### src/rtl/core/nrd_pkg.sv
// Package: shared types and constants for the NFC reader response deframer.
`default_nettype none
package nrd_pkg;

  localparam int BUFFER_BYTES = 300;
  localparam int POS_W        = $clog2(BUFFER_BYTES + 1);

  localparam logic [POS_W-1:0] HEADER_BYTES = POS_W'(8);
  localparam logic [POS_W-1:0] BUFFER_LAST  = POS_W'(BUFFER_BYTES);

  localparam logic [7:0] START_ZERO = 8'h00;
  localparam logic [7:0] START_FF   = 8'hFF;
  localparam logic [7:0] TFI_VALUE  = 8'hD5;
  localparam logic [7:0] LEN_MIN    = 8'd2;
  localparam logic [7:0] LIMIT_RST  = 8'd255;

  localparam logic [1:0] KIND_DATA   = 2'd0;
  localparam logic [1:0] KIND_DONE   = 2'd1;
  localparam logic [1:0] KIND_REJECT = 2'd2;

  localparam logic [2:0] FAULT_NONE  = 3'd0;
  localparam logic [2:0] FAULT_SHORT = 3'd1;
  localparam logic [2:0] FAULT_START = 3'd2;
  localparam logic [2:0] FAULT_TFI   = 3'd3;
  localparam logic [2:0] FAULT_LEN   = 3'd4;

  typedef struct packed {
    logic [7:0] rx_byte;
    logic       end_of_read;
  } in_t;

  typedef struct packed {
    logic [1:0] kind;
    logic [7:0] payload_byte;
    logic [7:0] payload_count;
    logic [2:0] fault;
    logic       last;
  } out_t;

  // Results produced by one accepted byte, in order.
  typedef struct packed {
    logic [1:0] n;
    out_t       r0;
    out_t       r1;
  } push_t;

endpackage
`default_nettype wire

### src/rtl/core/nrd_parser.sv
// Frame parser: header checks, payload gating and end-of-read result.
`default_nettype none
module nrd_parser (
  input  wire logic          clk,
  input  wire logic          rst,
  input  wire logic          accept,
  input  wire nrd_pkg::in_t  item,
  input  wire logic          cfg_we,
  input  wire logic [7:0]    cfg_data,
  output nrd_pkg::push_t     push
);
  import nrd_pkg::*;

  logic [POS_W-1:0] byte_position, byte_position_next;
  logic [7:0]       frame_length, frame_length_next;
  logic [7:0]       delivered_count, delivered_count_next;
  logic [2:0]       fault_seen, fault_seen_next;
  logic [7:0]       payload_limit;

  logic       stored;
  logic       emit;
  logic [2:0] code;
  logic [7:0] cap;
  logic [2:0] final_fault;
  out_t       data_res;
  out_t       final_res;

  always_comb begin
    stored = byte_position < BUFFER_LAST;
    code   = FAULT_NONE;
    frame_length_next = frame_length;
    case (byte_position)
      POS_W'(1), POS_W'(2): if (item.rx_byte != START_ZERO) code = FAULT_START;
      POS_W'(3): if (item.rx_byte != START_FF) code = FAULT_START;
      POS_W'(4): begin
        frame_length_next = item.rx_byte;
        if (item.rx_byte < LEN_MIN) code = FAULT_LEN;
      end
      POS_W'(6): if (item.rx_byte != TFI_VALUE) code = FAULT_TFI;
      default: ;
    endcase
    if (!stored) begin
      code = FAULT_NONE;
      frame_length_next = frame_length;
    end

    fault_seen_next = fault_seen;
    if (code != FAULT_NONE && (fault_seen == FAULT_NONE || code < fault_seen))
      fault_seen_next = code;

    cap = (frame_length >= LEN_MIN) ? frame_length - LEN_MIN : 8'd0;
    if (cap > payload_limit) cap = payload_limit;

    emit = stored && byte_position >= HEADER_BYTES && fault_seen_next == FAULT_NONE
           && delivered_count < cap;
    delivered_count_next = emit ? delivered_count + 8'd1 : delivered_count;
    byte_position_next   = stored ? byte_position + POS_W'(1) : byte_position;

    final_fault = fault_seen_next;
    if (byte_position_next < HEADER_BYTES) final_fault = FAULT_SHORT;

    data_res = '{kind: KIND_DATA, payload_byte: item.rx_byte, payload_count: 8'd0,
                 fault: FAULT_NONE, last: 1'b0};
    if (final_fault != FAULT_NONE)
      final_res = '{kind: KIND_REJECT, payload_byte: 8'd0, payload_count: 8'd0,
                    fault: final_fault, last: 1'b1};
    else
      final_res = '{kind: KIND_DONE, payload_byte: 8'd0,
                    payload_count: delivered_count_next, fault: FAULT_NONE, last: 1'b1};

    push.n  = 2'd0;
    push.r0 = data_res;
    push.r1 = final_res;
    if (accept) begin
      if (emit && item.end_of_read) push.n = 2'd2;
      else if (emit) push.n = 2'd1;
      else if (item.end_of_read) begin
        push.n  = 2'd1;
        push.r0 = final_res;
      end
    end
  end

  always_ff @(posedge clk) begin
    if (rst) begin
      byte_position   <= '0;
      frame_length    <= '0;
      delivered_count <= '0;
      fault_seen      <= FAULT_NONE;
      payload_limit   <= LIMIT_RST;
    end else begin
      if (cfg_we) payload_limit <= cfg_data;
      if (accept) begin
        if (item.end_of_read) begin
          byte_position   <= '0;
          frame_length    <= '0;
          delivered_count <= '0;
          fault_seen      <= FAULT_NONE;
        end else begin
          byte_position   <= byte_position_next;
          frame_length    <= frame_length_next;
          delivered_count <= delivered_count_next;
          fault_seen      <= fault_seen_next;
        end
      end
    end
  end

endmodule
`default_nettype wire

### src/rtl/core/nrd_result_fifo.sv
// Result queue: four entries, up to two written and one read per cycle.
`default_nettype none
module nrd_result_fifo (
  input  wire logic           clk,
  input  wire logic           rst,
  input  wire nrd_pkg::push_t push,
  output logic                has_room,
  output logic                res_valid,
  input  wire logic           res_ready,
  output nrd_pkg::out_t       res
);
  import nrd_pkg::*;

  out_t       mem [4];
  logic [1:0] wr_ptr;
  logic [1:0] rd_ptr;
  logic [2:0] count;
  logic       pop;

  assign res_valid = count != 3'd0;
  assign res       = mem[rd_ptr];
  assign pop       = res_valid && res_ready;
  assign has_room  = count <= 3'd2;

  always_ff @(posedge clk) begin
    if (push.n != 2'd0) mem[wr_ptr] <= push.r0;
    if (push.n == 2'd2) mem[wr_ptr + 2'd1] <= push.r1;
  end

  always_ff @(posedge clk) begin
    if (rst) begin
      wr_ptr <= '0;
      rd_ptr <= '0;
      count  <= '0;
    end else begin
      wr_ptr <= wr_ptr + push.n;
      if (pop) rd_ptr <= rd_ptr + 2'd1;
      count <= count + {1'b0, push.n} - {2'b00, pop};
    end
  end

endmodule
`default_nettype wire

### src/rtl/core/nfc_reader_response_deframer_top.sv
// Each result is registered into the result queue when the byte that causes it is accepted.
// Throughput: one byte per cycle; results drain one per cycle while res_ready is high,
// from a four-entry queue; item_ready is low while that queue holds more than two results.
// Reset (rst, synchronous): clears read state and queue, payload_limit returns to 255.
// Top level of the NFC reader response deframer.
`default_nettype none
module nfc_reader_response_deframer_top (
  input  wire logic          clk,
  input  wire logic          rst,
  input  wire logic          item_valid,
  output logic               item_ready,
  input  wire nrd_pkg::in_t  item,
  output logic               res_valid,
  input  wire logic          res_ready,
  output nrd_pkg::out_t      res,
  input  wire logic          cfg_we,
  input  wire logic [7:0]    cfg_data
);
  import nrd_pkg::*;

  push_t push;
  logic  has_room;

  assign item_ready = has_room;

  nrd_parser u_parser (
    .clk      (clk),
    .rst      (rst),
    .accept   (item_valid && item_ready),
    .item     (item),
    .cfg_we   (cfg_we),
    .cfg_data (cfg_data),
    .push     (push)
  );

  nrd_result_fifo u_fifo (
    .clk       (clk),
    .rst       (rst),
    .push      (push),
    .has_room  (has_room),
    .res_valid (res_valid),
    .res_ready (res_ready),
    .res       (res)
  );

endmodule
`default_nettype wire
### config.mk
export PLATFORM = sky130hd
export DESIGN_NAME = nfc_reader_response_deframer_top
export DESIGN_NICKNAME = d
export VERILOG_FILES = /design/src/rtl/core/nrd_pkg.sv /design/src/rtl/core/nrd_parser.sv /design/src/rtl/core/nrd_result_fifo.sv /design/src/rtl/core/nfc_reader_response_deframer_top.sv
export SDC_FILE = /design/constraint.sdc
export NUM_CORES = 1
export LEC_CHECK = 0
export BUFFER_PORTS_ARGS = -buffer_cell sky130_fd_sc_hd__buf_4
export CAP_MARGIN = 20
export CORE_MARGIN = 5
export CORE_UTILIZATION = 33
export CTS_CLUSTER_SIZE = 12
export DETAILED_ROUTE_END_ITERATION = 8
export PLACE_DENSITY = 0.45
export SYNTH_ARGS = -nofsm -noshare
export SYNTH_HDL_FRONTEND = slang
export SYNTH_SLANG_ARGS = --single-unit
### constraint.sdc
create_clock -name clk -period 7.9 [get_ports clk]
set_input_delay 0.395 -clock clk [delete_from_list [all_inputs] [get_ports clk]]
set_output_delay 0.395 -clock clk [all_outputs]
set_load 0.03 [all_outputs]
-- Yosys cells after proc, flatten, opt, wreduce, memory -nomap -nowiden
Memories as Yosys holds them, arrays and structs flattened. A register that Yosys moved wholly into a read port is not among the register bits.
Cells that the tools add are included.
- magnitude comparators: 9
- multiplexer cells: 31
- equal/unequal tests: 8
- reductions and logical operators: 19
- $add $sub $neg: 8
- operators with widths (cell ; number):
    $mux W22 ; 3
    $mux W8 ; 7
    $mux W24 ; 1
    $mux W23 ; 1
    $eq A9 B2 Y1 const B ; 2
    $eq A9 B3 Y1 const B ; 2
    $mux W9 ; 2
    $ne A8 B8 Y1 const B ; 2
    $mux W3 ; 5
    $mux W2 ; 7
    $pmux W3 S4 ; 1
    $add A9 B1 Y9 const B ; 1
    $eq A9 B1 Y1 const B ; 1
    $ge A9 B4 Y1 const B ; 1
    $lt A9 B4 Y1 const B ; 1
    $lt A9 B9 Y1 const B ; 1
    $reduce_bool A3 Y1 ; 3
    $add A8 B1 Y8 const B ; 1
    $ge A8 B2 Y1 const B ; 1
    $gt A8 B8 Y1 ; 1
    $lt A8 B2 Y1 const B ; 1
    $lt A8 B8 Y1 ; 1
    $reduce_bool A8 Y1 ; 1
    $sub A8 B2 Y8 const B ; 1
    14 further kinds ; 27
- memories kept: 1
- logic and storage cells: 84
- bits in writable memories: 88
- flip-flop bits (word level): 43
- input bits: 22
- output and inout port bits: 24
- memory list (memory ; depth ; width ; read ports ; clocked after Yosys merged registers in ; write ports ; RTL line ; source):
    u_fifo.mem ; 4 ; 22 ; 1 ; 1 ; 2 ; nrd_result_fifo.sv:14 ; out_t mem [4];

-- Longest topological paths before layout
- depth in word-level cells: 20
- gate-level depth with buffers: 33

-- Hierarchy
From an unflattened synthesis, not the netlist that was laid out.
- cell total of the unflattened synthesis: 699
- area total of the unflattened synthesis: 7998.9 um^2
- by module, submodules not included (module ; instances ; area each (um^2) ; cells each):
    nrd_result_fifo ; 1 ; 4765.8 ; 265
    nrd_parser ; 1 ; 3226.8 ; 433
    nfc_reader_response_deframer_top ; 1 ; 6.3 ; 1

-- Least setup slack after synthesis
OpenSTA, ideal clock, no wires.
- kind: flip-flop to flip-flop
- start point: register u_parser.frame_length[3]
- end point: register u_fifo.count[2]
- slack: 1394 ps
- stages on the path, launching flop included: 31
- library setup time: 128 ps
- data arrival time: 6378 ps
- cells stage by stage: dfxtp_1 or4_1 nor4_1 nor2_1 ha_1 a211oi_1 nor2_1 nor4bb_1 or2_2 clkbuf_1 clkbuf_1 a21oi_1 ha_1 and4_1 o2111ai_1 nor2_1 or3b_2 buf_1 nand3_1 ha_1 buf_4 nor2_1 inv_1 ha_1 inv_1 ha_1 inv_1 fa_1 xnor2_1 xnor2_1 nor2_1
- cells in the longest elaborated chain, start to end: 11
- elaborated cells on any way between the ends: 13
- classes of those cells: add/sub (3); order compare (3); mux (5); reduce/logical (2)
- ends and longest elaborated chain (item ; RTL line ; source):
    start, declared ; nrd_parser.sv:15 ; logic [7:0] frame_length, frame_length_next;
    start signal, assigned ; nrd_parser.sv:101 ; frame_length <= frame_length_next;
    $sub A8 B2 Y8 / $ge A8 B2 Y1 (equally long branches) ; nrd_parser.sv:51 ; cap = (frame_length >= LEN_MIN) ? frame_length - LEN_MIN : 8'd0;
    $mux W8 (*) ; nrd_parser.sv:51 ;
    $gt A8 B8 Y1 ; nrd_parser.sv:52 ; if (cap > payload_limit) cap = payload_limit;
    $mux W8 (*) ; nrd_parser.sv:52 ;
    $lt A8 B8 Y1 (*) ; nrd_parser.sv:55 ; && delivered_count < cap;
    $logic_and A1 B1 Y1 (*) ; nrd_parser.sv:55 ;
    $mux W2 / $logic_and A1 B1 Y1 (equally long branches) ; nrd_parser.sv:76, nrd_parser.sv:75 ;
    $mux W2 (*) ; nrd_parser.sv:75 ; if (emit && item.end_of_read) push.n = 2'd2;
    $mux W24 (*) ; nrd_parser.sv:74 ; if (accept) begin
    $add A3 B2 Y3 (*) ; nrd_result_fifo.sv:38 ; count <= count + {1'b0, push.n} - {2'b00, pop};
    $sub A3 B1 Y3 (*) ; nrd_result_fifo.sv:38 ;
    end signal, assigned ; nrd_result_fifo.sv:38 ;
    end, declared ; nrd_result_fifo.sv:17 ; logic [2:0] count;
Mark *: on every way between the ends. The rest lies on a longest branch, timed or not.
A chain may end at the register's enable or synchronous reset.

==> results.cfg <==
[outcome]
status = completed

[synth]
async_flop_share_pct = 0
postSynthRegisterBits = 133
synth_warnings = 0
synth.area.top_cells = dfxtp_1 (22%), edfxtp_1 (21%), mux4_2 (6.8%)
synth_top_cell_area_share_pct = 22.22
synth-edff-count = 52
ys_seq_area_share_pct = 43.61
synthDistinctLibCells = 67
synth_most_common_cell = dfxtp_1
syn_nets = 794
syn_area_mm2 = 0.007298
syn_avg_cell_area_um2 = 9.836
synth_largest_area_cell = dfxtp_1
synth_commonest_cells = dfxtp_1 (81), nor2_1 (74), edfxtp_1 (52), nand2_1 (52), clkbuf_1 (37)
synthFlopType = dfxtp_1
synthCells = 742

[sta]
min_period_ns = 6.980
slew_viol_final = 0
fin_ws_ns = 0.9198
rsz0062_at_grt = no
relSlewSlack_pct = 46.94
holdWs_ns = 0.1871
setup_viol = 0
hold_violations = 0
clock_skew_ns = 0.01171
finalCritPeriodShare_pct = 88.36
tightest_slew_ns = 0.7930
fin_setup_tns_ns = 0
max_freq_ghz = 0.1433

[clocking]
cts_buffers = 17
cts.sinks = 133
cts_setup_buffers = 0
post_cts_resized = 0
insertion_delay_ns = 0.42
clk_pin_slew_ns = 0.06
cts_root_buf = clkbuf_16
cts_htree_levels = 4
clockBufferDepth = 2
tritoncts = done
hold_buffers = 0

[die]
die-area_mm2 = 0.02519
core_mm2 = 0.02182
die_w_um = 158.7
dieHeight_um = 158.7
rows = 54
initial_core_util_pct = 33.44
num_io_pins = 46

[finish]
nets = 821
utilization_pct = 38.80
antenna_cells = 0
layout-drive-gt1-share_pct = 15.86
area_growth_syn_to_layout_pct = 16.01

[worst_hold_path]
hold_class = in -> reg

[worst_setup_path]
endpoint = u_fifo.mem[1][4]
r2r_cells = 24
cpMostUsedCell = nor2_1
slowest_delay_ns = 0.59
worst_path_max_delay_cell = or4_1
reg2reg_from = u_parser.frame_length[3]
r2r_end = u_fifo.mem[1][4]
crit_start = u_parser.frame_length[3]
arrival_ns = 7.20
crit_path_max_fanout = 12
required_ns = 8.12
critPathLaunchType = flop
path_class = reg -> reg
worst_setup_path_end_kind = flop
rrSetupSlack_ns = 0.92
path_cells = or4_1 -> nor4_1 -> nor2_1 -> ha_1 -> a211oi_1 -> nor2_1 -> nor4bb_1 -> or2_2 -> nor2_1 -> a21oi_1 -> ha_1 -> a21o_1 -> a21oi_1 -> o2111ai_1 -> nor2_1 -> nand3_1 -> clkinv_1 -> ha_1 -> nand3_1 -> or4_1 -> a2111oi_2 -> buf_4 -> nand2_1 -> o211ai_1

[placed_design]
port_buffers = 45
dp_hpwl_mm = 14.74
place_ws_ns = 0.9316
gp_congestion = 0.8614

[global_route]
grt_pass1_vias = 5894
grt_util_met1_pct = 22.67
grt_util_met2_pct = 26.65
met3_usage_pct = 2.877
grt_util_all_layers_pct = 16.42
grt-ovfl-total = 0
top_usage_layer = met2
grt_pass1_wl_mm = 33.63
grt_max_degree = 36
antenna_found_initial = 0

[routing]
first_pass_iters = 5
drc = 0
detail_route.wl_per_cell_um = 19.48
viasPerCell = 5.630
drt-initial-drc-count = 407
num_vias = 5979
routed_wl_mm = 20.69
ant_nets = 0

[power]
total_power_mw = 2.250
powerDensity_mw_per_mm2 = 265.7
peakVddDrop_mv = 0.1441
cellLeakagePower_nw = 3.280

[flow_run]
maxCapViolCount = 0
## through the flow
step	cell area, µm²	cells
after floorplan	7298	742
after global placement	7881	1029
after detailed placement	7886	1030
after CTS	8467	1062
after global routing	8467	1062
final	8467	1062
## layout make-up
type,instances,area [µm²]
clock buffer,18,429.2
fill,2136,13360
inverter,35,131.4
multi-input combinational,522,3774
clock inverter,14,151.4
timing repair buffer,60,447.9
tap,280,350.3
sequential,133,3183
## routing by layer
layer / up-vias / part of all wire, %
met4: 0 / 1.3
met5: - / 0
met1: 2938 / 48
li1: 2876 / -
met3: 17 / 4.0
met2: 148 / 47
## worst max-delay path: cells and delay by family (launching register included)
kind                     cells  cell delay [ns]
flip-flops                   1             0.35
AO/OA/AOI/OAI                7             1.30
buffers and inverters        2             0.50
AND/OR/NAND/NOR             12             3.66
adder cells (fa/ha/maj)      3             0.97
## cell usage in the layout, fill, tap and decap left out, types with 7 or more instances in the layout
cell type,synthesis,routed
nor2_1,74,74
and3_1,18,18
a211o_1,14,14
edfxtp_1,52,52
o211ai_1,16,16
a31oi_1,8,8
nand2_1,52,52
dfxtp_1,81,81
a22o_1,34,34
buf_4,3,59
or3_1,12,12
ha_1,29,29
nor3b_1,9,9
or4_1,8,8
mux4_2,22,22
xnor2_1,7,7
a22oi_1,13,13
nand4_1,26,26
nand3_1,23,23
nor3_1,16,16
inv_1,34,34
a21oi_1,30,30
clkbuf_16,0,17
o21ai_0,25,25
## worst min-delay path by stage
stage	from	to	slack, ns	cells after the start
global placement	u_fifo.mem[2][19]	u_fifo.mem[2][19]	0.46	1
CTS	cfg_data[0]	u_parser.payload_limit[0]	0.18	3
detailed placement	u_fifo.mem[3][14]	u_fifo.mem[3][14]	0.46	1
finish	cfg_data[0]	u_parser.payload_limit[0]	0.19	3
global route	cfg_data[0]	u_parser.payload_limit[0]	0.19	3
floorplan	u_fifo.mem[2][13]	u_fifo.mem[2][13]	0.44	1
## power by group
group          leakage, nW  internal (mW)  switching (mW)
registers             1.14          0.801          0.0492
logic                 1.86          0.269           0.343
clock network        0.283          0.469           0.318
total                 3.28           1.54           0.711
## registers in the layout, summed over array words and instances, names as in the netlist, named ones only
signal	cells
u_parser.fault_seen	3
u_parser.delivered_count	8
u_fifo.rd_ptr	2
u_parser.frame_length	8
u_fifo.wr_ptr	2
u_parser.byte_position	9
u_fifo.count	3
u_fifo.mem	88
u_parser.payload_limit	8
## cell families after synthesis
family	synth area share (%)
DFF	43.61
muxes	7.492
adders and majority gates	5.246
and+or+nand+nor	19.25
buffers and inverters	4.749
AOI/OAI and AO/OA	18.45
xor gates and xnor gates	1.200
Note: power is estimated with default switching activity, not from simulation.
